<file path="config.mk">
export PLATFORM = sky130hd
export DESIGN_NAME = prime_field_arithmetic_unit
export DESIGN_NICKNAME = d
export VERILOG_FILES = /design/src/rtl/core/pfau_pkg.sv /design/src/rtl/core/prime_field_arithmetic_unit.sv /design/src/rtl/core/pfau_modred.sv /design/src/rtl/core/pfau_front.sv /design/src/rtl/core/pfau_back.sv
export SDC_FILE = /design/constraint.sdc
export NUM_CORES = 2
export LEC_CHECK = 0
export BUFFER_PORTS_ARGS = -buffer_cell sky130_fd_sc_hd__buf_4
export CAP_MARGIN = 20
export CORE_MARGIN = 2
export CORE_UTILIZATION = 50
export CTS_CLUSTER_SIZE = 12
export DETAILED_ROUTE_END_ITERATION = 10
export GPL_ROUTABILITY_DRIVEN = 1
export HOLD_SLACK_MARGIN = 0.06
export PLACE_DENSITY = 0.68
export SLEW_MARGIN = 0
export SYNTH_ARGS = -nofsm -noshare
export SYNTH_HDL_FRONTEND = slang
export SYNTH_SLANG_ARGS = --single-unit
</file>
<file path="constraint.sdc">
create_clock -name clk -period 7.7 [get_ports clk]
set_input_delay 1.155 -clock clk [delete_from_list [all_inputs] [get_ports clk]]
set_output_delay 1.155 -clock clk [all_outputs]
set_load 0.005 [all_outputs]
</file>
<file path="src/rtl/core/pfau_pkg.sv">
// shared operation codes and job kinds for the prime field arithmetic unit
`timescale 1ns / 1ps
package pfau_pkg;
	localparam logic [2:0] FUNC_ADD = 3'd0;
	localparam logic [2:0] FUNC_SUB = 3'd1;
	localparam logic [2:0] FUNC_MUL = 3'd2;
	localparam logic [2:0] FUNC_DIV = 3'd3;
	localparam logic [2:0] FUNC_INV = 3'd4;
	localparam logic [2:0] FUNC_POW = 3'd5;

	// classified job kinds handed from front to back
	localparam logic [1:0] JOB_DONE = 2'd0; // value already known
	localparam logic [1:0] JOB_POW = 2'd1;  // base^e
	localparam logic [1:0] JOB_DIV = 2'd2;  // a * b^e
	localparam logic [1:0] JOB_MUL = 2'd3;  // a * b
endpackage

</file>
<file path="src/rtl/core/prime_field_arithmetic_unit.sv">
// top level: front classifier, two-entry job queue, square-and-multiply back end
`timescale 1ns / 1ps
// Prime field unit over a modulus p written through cfg_we/cfg_wdata (values below 2 act
// as 2). An item is taken when start is high and busy is low; one result follows with
// strobe high for one cycle, and the receiver cannot stall it. The front reduces a, b and
// the exponent with a bit-serial reducer, and the back end runs square-and-multiply on one
// multiplier whose products go through a bit-serial reducer, so power and invert take up
// to about 2*RESIDUE_WIDTH products, a power with a negative exponent about twice as
// many; a queue of two jobs lets the front take the next item while the back end works.
module prime_field_arithmetic_unit #(
	parameter int RESIDUE_WIDTH = 26
) (
	input  logic                     clk,
	input  logic                     arst_n,
	input  logic                     cfg_we,
	input  logic [RESIDUE_WIDTH-1:0] cfg_wdata,
	input  logic                     start,
	output logic                     busy,
	input  logic [2:0]               func,
	input  logic [RESIDUE_WIDTH-1:0] operand_a,
	input  logic [RESIDUE_WIDTH-1:0] operand_b,
	input  logic signed [31:0]       exponent,
	output logic                     strobe,
	output logic [RESIDUE_WIDTH-1:0] value,
	output logic                     div_by_zero
);
	import pfau_pkg::*;

	localparam int RW = RESIDUE_WIDTH;

	typedef struct packed {
		logic [1:0]    kind;
		logic [RW-1:0] x;
		logic [RW-1:0] y;
		logic [RW:0]   e;
		logic [RW-1:0] v;
		logic          flag;
		logic          neg;
	} job_t;

	logic [RW-1:0] mod_q, p;
	logic          push, pop, q_full;
	job_t          fj, q_mem [2];
	logic          wp_q, rp_q;
	logic [1:0]    cnt_q;
	job_t          hj;

	// modulus register
	always_ff @(posedge clk or negedge arst_n) begin
		if (!arst_n) mod_q <= RW'(2);
		else if (cfg_we) mod_q <= cfg_wdata;
	end
	assign p = (mod_q < RW'(2)) ? RW'(2) : mod_q;

	pfau_front #(.RW(RW)) u_front (
		.clk(clk), .arst_n(arst_n), .start(start), .func(func),
		.operand_a(operand_a), .operand_b(operand_b), .exponent(exponent),
		.p(p), .q_full(q_full), .busy(busy), .push(push),
		.job_kind(fj.kind), .job_x(fj.x), .job_y(fj.y), .job_e(fj.e),
		.job_v(fj.v), .job_flag(fj.flag), .job_neg(fj.neg)
	);

	// job queue
	assign q_full = cnt_q == 2'd2;
	assign hj = q_mem[rp_q];
	always_ff @(posedge clk) if (push) q_mem[wp_q] <= fj;
	always_ff @(posedge clk or negedge arst_n) begin
		if (!arst_n) begin
			wp_q <= 1'b0;
			rp_q <= 1'b0;
			cnt_q <= '0;
		end else begin
			if (push) wp_q <= ~wp_q;
			if (pop) rp_q <= ~rp_q;
			cnt_q <= cnt_q + 2'(push) - 2'(pop);
		end
	end

	pfau_back #(.RW(RW)) u_back (
		.clk(clk), .arst_n(arst_n), .q_valid(cnt_q != 2'd0),
		.job_kind(hj.kind), .job_x(hj.x), .job_y(hj.y), .job_e(hj.e),
		.job_v(hj.v), .job_flag(hj.flag), .negpow(hj.neg), .p(p),
		.pop(pop), .strobe(strobe), .value(value), .div_by_zero(div_by_zero)
	);

`ifndef SYNTHESIS
	a_no_overflow: assert property (@(posedge clk) disable iff (!arst_n)
		q_full |-> !push)
		else $error("queue overflow");
	a_no_underflow: assert property (@(posedge clk) disable iff (!arst_n)
		cnt_q == 2'd0 |-> !pop)
		else $error("queue underflow");
	a_cnt_range: assert property (@(posedge clk) disable iff (!arst_n)
		cnt_q != 2'd3)
		else $error("queue count out of range");
`endif
endmodule

</file>
<file path="src/rtl/core/pfau_modred.sv">
// sequential reducer: x mod p by restoring shift-subtract, one bit per cycle
`timescale 1ns / 1ps
module pfau_modred #(
	parameter int XW = 64,
	parameter int PW = 26
) (
	input  logic          clk,
	input  logic          arst_n,
	input  logic          go,
	input  logic [XW-1:0] x,
	input  logic [PW-1:0] p,
	output logic          done,
	output logic [PW-1:0] rem
);
	localparam int CW = $clog2(XW + 1);

	logic [XW-1:0] x_q;
	logic [PW:0]   r_q;
	logic [PW-1:0] p_q;
	logic [CW-1:0] cnt_q;
	logic          run_q;
	logic [PW+1:0] sh;
	logic [PW+1:0] df;

	// one restoring step
	assign sh = {r_q, x_q[XW-1]};
	assign df = sh - {2'b00, p_q};

	// bit loop
	always_ff @(posedge clk or negedge arst_n) begin
		if (!arst_n) begin
			run_q <= 1'b0;
			done <= 1'b0;
			cnt_q <= '0;
		end else begin
			done <= 1'b0;
			if (go) begin
				run_q <= 1'b1;
				cnt_q <= CW'(XW);
			end else if (run_q) begin
				cnt_q <= cnt_q - 1'b1;
				if (cnt_q == CW'(1)) begin
					run_q <= 1'b0;
					done <= 1'b1;
				end
			end
		end
	end

	always_ff @(posedge clk) begin
		if (go) begin
			x_q <= x;
			r_q <= '0;
			p_q <= p;
		end else if (run_q) begin
			x_q <= x_q << 1;
			r_q <= df[PW+1] ? sh[PW:0] : df[PW:0];
		end
	end

	assign rem = r_q[PW-1:0];
endmodule

</file>
<file path="src/rtl/core/pfau_front.sv">
// front part: reduces operands, classifies each word into a job
`timescale 1ns / 1ps
module pfau_front #(
	parameter int RW = 26
) (
	input  logic          clk,
	input  logic          arst_n,
	input  logic          start,
	input  logic [2:0]    func,
	input  logic [RW-1:0] operand_a,
	input  logic [RW-1:0] operand_b,
	input  logic [31:0]   exponent,
	input  logic [RW-1:0] p,
	input  logic          q_full,
	output logic          busy,
	output logic          push,
	output logic [1:0]    job_kind,
	output logic [RW-1:0] job_x,
	output logic [RW-1:0] job_y,
	output logic [RW:0]   job_e,
	output logic [RW-1:0] job_v,
	output logic          job_flag,
	output logic          job_neg
);
	import pfau_pkg::*;

	localparam logic [2:0] ST_IDLE = 3'd0;
	localparam logic [2:0] ST_RA = 3'd1;
	localparam logic [2:0] ST_RB = 3'd2;
	localparam logic [2:0] ST_RE = 3'd3;
	localparam logic [2:0] ST_CL = 3'd4;
	localparam logic [2:0] ST_PUSH = 3'd5;

	logic [2:0]    state_q;
	logic [2:0]    func_q;
	logic [RW-1:0] a_q, b_q;
	logic [31:0]   e_q;
	logic          eneg_q;
	logic [RW:0]   emod_q;
	logic          go;
	logic [63:0]   rx;
	logic [RW:0]   rp;
	logic          rdone;
	logic [RW:0]   rrem;
	logic [RW:0]   ar;
	logic [RW:0]   bs;

	pfau_modred #(.XW(64), .PW(RW + 1)) u_red (
		.clk(clk), .arst_n(arst_n), .go(go), .x(rx), .p(rp),
		.done(rdone), .rem(rrem)
	);

	// reducer input selection per state
	always_comb begin
		go = 1'b0;
		rx = '0;
		rp = {1'b0, p};
		case (state_q)
			ST_IDLE: begin
				go = start;
				rx = 64'(operand_a);
			end
			ST_RA: begin
				go = rdone;
				rx = 64'(b_q);
			end
			ST_RB: begin
				go = rdone;
				rx = 64'(e_q);
				rp = {1'b0, p} - 1'b1;
			end
			default: ;
		endcase
	end

	assign busy = state_q != ST_IDLE;
	assign ar = {1'b0, a_q} + {1'b0, b_q};
	assign bs = {1'b0, a_q} + {1'b0, p} - {1'b0, b_q};

	// sequencer
	always_ff @(posedge clk or negedge arst_n) begin
		if (!arst_n) begin
			state_q <= ST_IDLE;
		end else begin
			case (state_q)
				ST_IDLE: if (start) state_q <= ST_RA;
				ST_RA: if (rdone) state_q <= ST_RB;
				ST_RB: if (rdone) state_q <= ST_RE;
				ST_RE: if (rdone) state_q <= ST_CL;
				ST_CL: state_q <= ST_PUSH;
				ST_PUSH: if (!q_full) state_q <= ST_IDLE;
				default: state_q <= ST_IDLE;
			endcase
		end
	end

	assign push = (state_q == ST_PUSH) && !q_full;

	// operand capture and classification
	always_ff @(posedge clk) begin
		if (state_q == ST_IDLE && start) begin
			func_q <= func;
			b_q <= operand_b;
			eneg_q <= exponent[31];
			e_q <= exponent[31] ? (32'd0 - exponent) : exponent;
		end
		if (state_q == ST_RA && rdone) a_q <= rrem[RW-1:0];
		if (state_q == ST_RB && rdone) b_q <= rrem[RW-1:0];
		if (state_q == ST_RE && rdone) emod_q <= rrem;
		if (state_q == ST_CL) begin
			job_kind <= JOB_DONE;
			job_x <= a_q;
			job_y <= b_q;
			job_e <= {1'b0, p} - 2'd2;
			job_v <= '0;
			job_flag <= 1'b0;
			job_neg <= 1'b0;
			case (func_q)
				FUNC_ADD: job_v <= (ar >= {1'b0, p}) ? RW'(ar - {1'b0, p}) : ar[RW-1:0];
				FUNC_SUB: job_v <= (bs >= {1'b0, p}) ? RW'(bs - {1'b0, p}) : bs[RW-1:0];
				FUNC_MUL: job_kind <= JOB_MUL;
				FUNC_DIV: begin
					if (b_q == '0) job_flag <= 1'b1;
					else job_kind <= JOB_DIV;
				end
				FUNC_INV: begin
					if (a_q == '0) job_flag <= 1'b1;
					else job_kind <= JOB_POW;
				end
				FUNC_POW: begin
					if (a_q == '0) begin
						job_flag <= eneg_q;
					end else if (eneg_q) begin
						// a^-e = (a^(p-2))^e
						job_kind <= JOB_DIV;
						job_x <= RW'(1);
						job_y <= a_q;
						job_e <= emod_q;
						job_neg <= 1'b1;
					end else begin
						job_kind <= JOB_POW;
						job_e <= emod_q;
					end
				end
				default: ;
			endcase
		end
	end
endmodule

</file>
<file path="src/rtl/core/pfau_back.sv">
// back part: square-and-multiply engine on one shared multiplier and reducer
`timescale 1ns / 1ps
module pfau_back #(
	parameter int RW = 26
) (
	input  logic          clk,
	input  logic          arst_n,
	input  logic          q_valid,
	input  logic [1:0]    job_kind,
	input  logic [RW-1:0] job_x,
	input  logic [RW-1:0] job_y,
	input  logic [RW:0]   job_e,
	input  logic [RW-1:0] job_v,
	input  logic          job_flag,
	input  logic          negpow,
	input  logic [RW-1:0] p,
	output logic          pop,
	output logic          strobe,
	output logic [RW-1:0] value,
	output logic          div_by_zero
);
	import pfau_pkg::*;

	localparam logic [2:0] BS_IDLE = 3'd0;
	localparam logic [2:0] BS_STEP = 3'd1; // decide next product
	localparam logic [2:0] BS_MUL = 3'd2;  // product registered
	localparam logic [2:0] BS_RED = 3'd3;  // wait for reduction
	localparam logic [2:0] BS_OUT = 3'd4;

	localparam logic [1:0] OP_R = 2'd0; // r = r*base
	localparam logic [1:0] OP_B = 2'd1; // base = base^2
	localparam logic [1:0] OP_F = 2'd2; // final r = r*x
	localparam logic [1:0] OP_P = 2'd3; // not used; invert then power restarts with new e in BS_STEP

	logic [2:0]    state_q;
	logic [1:0]    op_q;
	logic [1:0]    kind_q;
	logic [RW-1:0] r_q, base_q, x_q;
	logic [RW:0]   e_q, e2_q;
	logic          second_q;
	logic [RW-1:0] ma, mb;
	logic [2*RW-1:0] prod_s1;
	logic          go;
	logic          go_q;
	logic          rdone;
	logic [RW-1:0] rrem;

	pfau_modred #(.XW(2 * RW), .PW(RW)) u_red (
		.clk(clk), .arst_n(arst_n), .go(go), .x(prod_s1), .p(p),
		.done(rdone), .rem(rrem)
	);

	assign pop = (state_q == BS_IDLE) && q_valid;
	// start the reducer once the product register holds the new product
	assign go = go_q;

	// operand selection for the shared multiplier
	always_comb begin
		ma = r_q;
		mb = base_q;
		case (op_q)
			OP_B: ma = base_q;
			OP_F: mb = x_q;
			default: ;
		endcase
	end

	always_ff @(posedge clk) prod_s1 <= ma * mb;

	always_ff @(posedge clk or negedge arst_n) begin
		if (!arst_n) begin
			state_q <= BS_IDLE;
			strobe <= 1'b0;
			go_q <= 1'b0;
		end else begin
			strobe <= 1'b0;
			go_q <= state_q == BS_MUL;
			case (state_q)
				BS_IDLE: begin
					if (q_valid) begin
						value <= job_v;
						div_by_zero <= job_flag;
						kind_q <= job_kind;
						x_q <= job_x;
						r_q <= (p == RW'(1)) ? '0 : RW'(1);
						base_q <= job_y;
						second_q <= negpow;
						e2_q <= job_e;
						if (job_kind == JOB_DONE) begin
							state_q <= BS_OUT;
						end else if (job_kind == JOB_MUL) begin
							r_q <= job_x;
							base_q <= job_y;
							e_q <= '0;
							op_q <= OP_R;
							state_q <= BS_MUL;
						end else begin
							if (job_kind == JOB_POW) base_q <= job_x;
							e_q <= (job_kind == JOB_POW || !negpow) ? job_e
								: {1'b0, p} - 2'd2;
							state_q <= BS_STEP;
						end
					end
				end
				BS_STEP: begin
					if (e_q == '0) begin
						if (kind_q == JOB_DIV && second_q) begin
							// inverse ready: raise it to the exponent
							second_q <= 1'b0;
							kind_q <= JOB_POW;
							base_q <= r_q;
							r_q <= (p == RW'(1)) ? '0 : RW'(1);
							e_q <= e2_q;
						end else if (kind_q == JOB_DIV) begin
							op_q <= OP_F;
							kind_q <= JOB_POW;
							state_q <= BS_MUL;
						end else begin
							value <= r_q;
							state_q <= BS_OUT;
						end
					end else if (e_q[0]) begin
						op_q <= OP_R;
						e_q[0] <= 1'b0;
						state_q <= BS_MUL;
					end else begin
						op_q <= OP_B;
						e_q <= e_q >> 1;
						state_q <= (e_q >> 1) == '0 ? BS_STEP : BS_MUL;
					end
				end
				BS_MUL: state_q <= BS_RED;
				BS_RED: begin
					if (rdone) begin
						if (op_q == OP_B) base_q <= rrem;
						else r_q <= rrem;
						if (kind_q == JOB_MUL) begin
							value <= rrem;
							state_q <= BS_OUT;
						end else if (op_q == OP_F) begin
							value <= rrem;
							state_q <= BS_OUT;
						end else begin
							state_q <= BS_STEP;
						end
					end
				end
				BS_OUT: begin
					strobe <= 1'b1;
					state_q <= BS_IDLE;
				end
				default: state_q <= BS_IDLE;
			endcase
		end
	end

`ifndef SYNTHESIS
	a_pop_idle: assert property (@(posedge clk) disable iff (!arst_n)
		pop |=> state_q != BS_IDLE)
		else $error("pop without leaving idle");
	a_strobe_from_out: assert property (@(posedge clk) disable iff (!arst_n)
		strobe |-> $past(state_q) == BS_OUT)
		else $error("strobe outside output state");
	a_flag_zero: assert property (@(posedge clk) disable iff (!arst_n)
		strobe && div_by_zero |-> value == '0)
		else $error("flagged result not zero");
`endif
endmodule
</file>
==> impl_metrics.toml <==
[run_status]
status = "finished clean"

[detailed_routing]
vias = 48500
first_pass_iters = 8
wl_met1_um = 77400
dr_wl_met2_um = 90400
ant_nets = 0
via_per_inst = 5.63
wire_per_inst_um = 22.5
top_layer = "met4"
dr.first_iter.drc_count = 3877
wl_um = 194000
wl_met3_um = 12800
drc = 0

[min_path]
hold_path.class = "reg2reg"

[layout]
fillers = 11400
drive_gt1_share_pct = 14.5
multi_input_area_um2 = 37900
syn2layout_area_growth_pct = 13.7
layout.area.seq_um2 = 26800
nNetsFinal = 7834
instances_no_fill = 8608

[die]
fp-row-count = 135
coreArea_um2 = 135000
die_h_um = 373
ioPinCount = 146
initial_core_util_pct = 50.4
fp.dieW_um = 373
die-area_um2 = 139000

[clock_tree]
cts_tree = "built"
cts_hold_buf = 0
cts_buffers = 98
cts.reportedPaths.clkPinSlew_ns = 0.07
clkSinkCount = 937
clock_latency_ns = 0.76
clockBufferDepth = 3
root_buffer = "clkbuf_16"
htree_levels = 3

[timing]
fin_crit_ns = 7.66
fmax_ghz = 0.131
fin_crit_sh_pct = 99.4
tightest_slew_ns = 1.06
final-setup-viol-count = 0
slew_viol_final = 0
finalHoldViolCount = 0
rsz0062_at_grt = "yes"
hold_ws_ns = 0.407
skew_ns = 0.0789
max-slew-margin-rel_pct = 29.4

[setup_path]
worstPathMaxFanout = 12
cp.required_ns = 8.30
critPathSlowestCell = "fa_1"
crit_path_frequent_cell = "fa_1"
critPathMaxStageDelay_ns = 0.57
arrival_ns = 8.25
endpoint_kind = "register"
setup.worst_path.start_class = "register"
crit_type = "reg2reg"

[placed_design]
place_hpwl_um = 153000
dp.cells = 8393
place_congestion = 0.996
place.port_buffers = 145

[run]
drv_cap = 0

[global_route]
grt_max_degree = 85
track_usage_pct = 27.8
antenna_found_initial = 2
grt_pass1_wl_um = 296000
grt_pass1_vias = 49500
globalRouteOverflowTotal = 0

[power]
power_density_nw_per_um2 = 150
cellLeakagePower_uw = 0.0328
irDropWorstVdd_mv = 0.192

[yosys]
synth_area_um2 = 68200
ys_types = 91
synth_edf_count = 775
synth_area_per_cell_um2 = 10.6
synthArstFlopShare_pct = 5.87
syn_inst = 6403
synth_ff_type = "edfxtp_1"
yosysWarnings = 0
synth_seq_area_share_pct = 39.3
synth_seq_cells = 937
synth_nets = 7488
## per-layer routing
metal,up-vias,GRT usage [%]
li1,22400,-
met1,23800,35.2
met2,1837,45.4
met3,435,4.29
met4,0,16.8
met5,-,0
## per-stage QoR
step / worst slack, ns / power (uW) / setup TNS, ns / util (%) / cell area (um^2)
2_1_floorplan: 0.0345 / 6520 / 0 / - / 68200
3_3_place_gp: -0.305 / 6930 / -1.39 / 54.1 / 73200
3_5_place_dp: -0.434 / 6950 / -2.40 / 54.1 / 73200
4_1_cts: 0.00427 / 11700 / 0 / 56.8 / 76900
5_1_grt: -0.219 / 12000 / -1.49 / 57.3 / 77500
6_report: 0.0450 / 11600 / 0 / 57.3 / 77500
## state kept, by name, summed over array words and instances, names as in the netlist, 27 cells and up
register / count
q_mem: 218
u_back.e2_q: 27
u_back.e_q: 27
u_back.prod_s1: 52
u_back.u_red.r_q: 27
u_back.u_red.x_q: 52
u_front.e_q: 32
u_front.emod_q: 27
u_front.job_e: 27
u_front.u_red.p_q: 27
u_front.u_red.r_q: 28
u_front.u_red.x_q: 64
## synthesized netlist by cell type, types with 13 or more instances
cell type	instances	area, um^2
o31ai_1	41	308
a21o_1	85	638
a31oi_1	15	93.8
or3_1	22	138
nor4_1	37	231
a21oi_1	307	1540
nor2_1	569	2140
dfxtp_1	107	2140
o22ai_1	39	244
dfrtp_1	54	1350
and3_1	24	150
o21ai_0	271	1360
mux2_2	216	2430
o21ai_1	15	75.1
nand2b_1	48	300
nor2b_1	39	244
nor3_1	55	275
mux2i_1	202	2020
fa_1	605	12100
o21bai_1	14	105
clkbuf_1	220	826
xnor2_1	207	1810
o21a_1	37	278
a211oi_1	25	188
and2_1	78	488
nand2_1	712	2670
o211ai_1	13	97.6
ha_1	363	4540
buf_1	28	105
inv_1	814	3060
a22o_1	28	245
edfxtp_1	775	23300
xor2_1	50	438
nand4_1	29	181
nand3_1	59	295
## repair_timing
| item | in CTS | in global routing |
|---|---|---|
| setup buffers | 18 | 17 |
| gates cloned | 0 | 3 |
| pin swaps | 25 | 39 |
| setup endpoints to repair | 16 | 18 |
| gates resized for setup | 76 | 99 |
## layout by cell type (no fill, tap or decap), types with 206 or more instances in the layout
cell type / n
edfxtp_1: 775
buf_4: 449
a21oi_1: 293
nor2_1: 558
inv_1: 805
fa_1: 595
nand2_1: 707
o21ai_0: 264
xnor2_1: 206
ha_1: 358
## final timing paths
path / start / endpoint / slack, ns / cells past startpoint
worst max-delay path: u_back.op_q[1] / u_back.prod_s1[50] / 0.04 / 28
worst min-delay path: u_front.job_y[3] / q_mem[0][58] / 0.41 / 0
worst max register to register: u_back.op_q[1] / u_back.prod_s1[50] / 0.04 / 28
worst min register to register: u_front.job_y[3] / q_mem[0][58] / 0.41 / 0
max in group asynchronous: arst_n / u_back.go / 6.47 / 1
min in group asynchronous: arst_n / u_front.u_red.cnt_q[6] / 0.50 / 1
## where the power goes
part	leakage [uW]	switching, uW	internal [uW]
Clock	0.00155	2050	2690
Combinational	0.0227	753	558
Sequential	0.00856	84.4	5480
Total	0.0328	2880	8730
## cells by family (layout without fill, tap and decap cells)
| logic type | after synthesis | count (layout) | synth area share, % |
|---|---|---|---|
| compound gates | 1012 | 1012 | 9.23 |
| xor+xnor | 257 | 257 | 3.30 |
| fa+ha+maj | 968 | 968 | 24.4 |
| buf+inv | 1077 | 1499 | 5.97 |
| flops | 937 | 937 | 39.3 |
| mux | 419 | 419 | 6.55 |
| other cells | 0 | 2 | 0 |
| simple gates | 1733 | 1733 | 11.2 |
## area by class of cell
class                           instances  area share (%)
Clock inverter                         35           0.660
Sequential cell                       937            34.6
Multi-Input combinational cell       4389            48.9
Tap cell                             1781            2.88
Timing Repair Buffer                  506            5.50
Inverter                              817            3.96
Clock buffer                          141            3.49
Antenna cell                            2         0.00646
## worst max-delay path: cells and delay by family, from the launching register on
kind / cells / cell delay, ns
adders and majority gates: 8 / 3.89
DFF: 1 / 0.39
muxes: 1 / 0.26
AOI/OAI and AO/OA: 5 / 1.04
buffers and inverters: 9 / 1.01
and+or+nand+nor: 5 / 0.88
(Power assumes the default switching activity.)
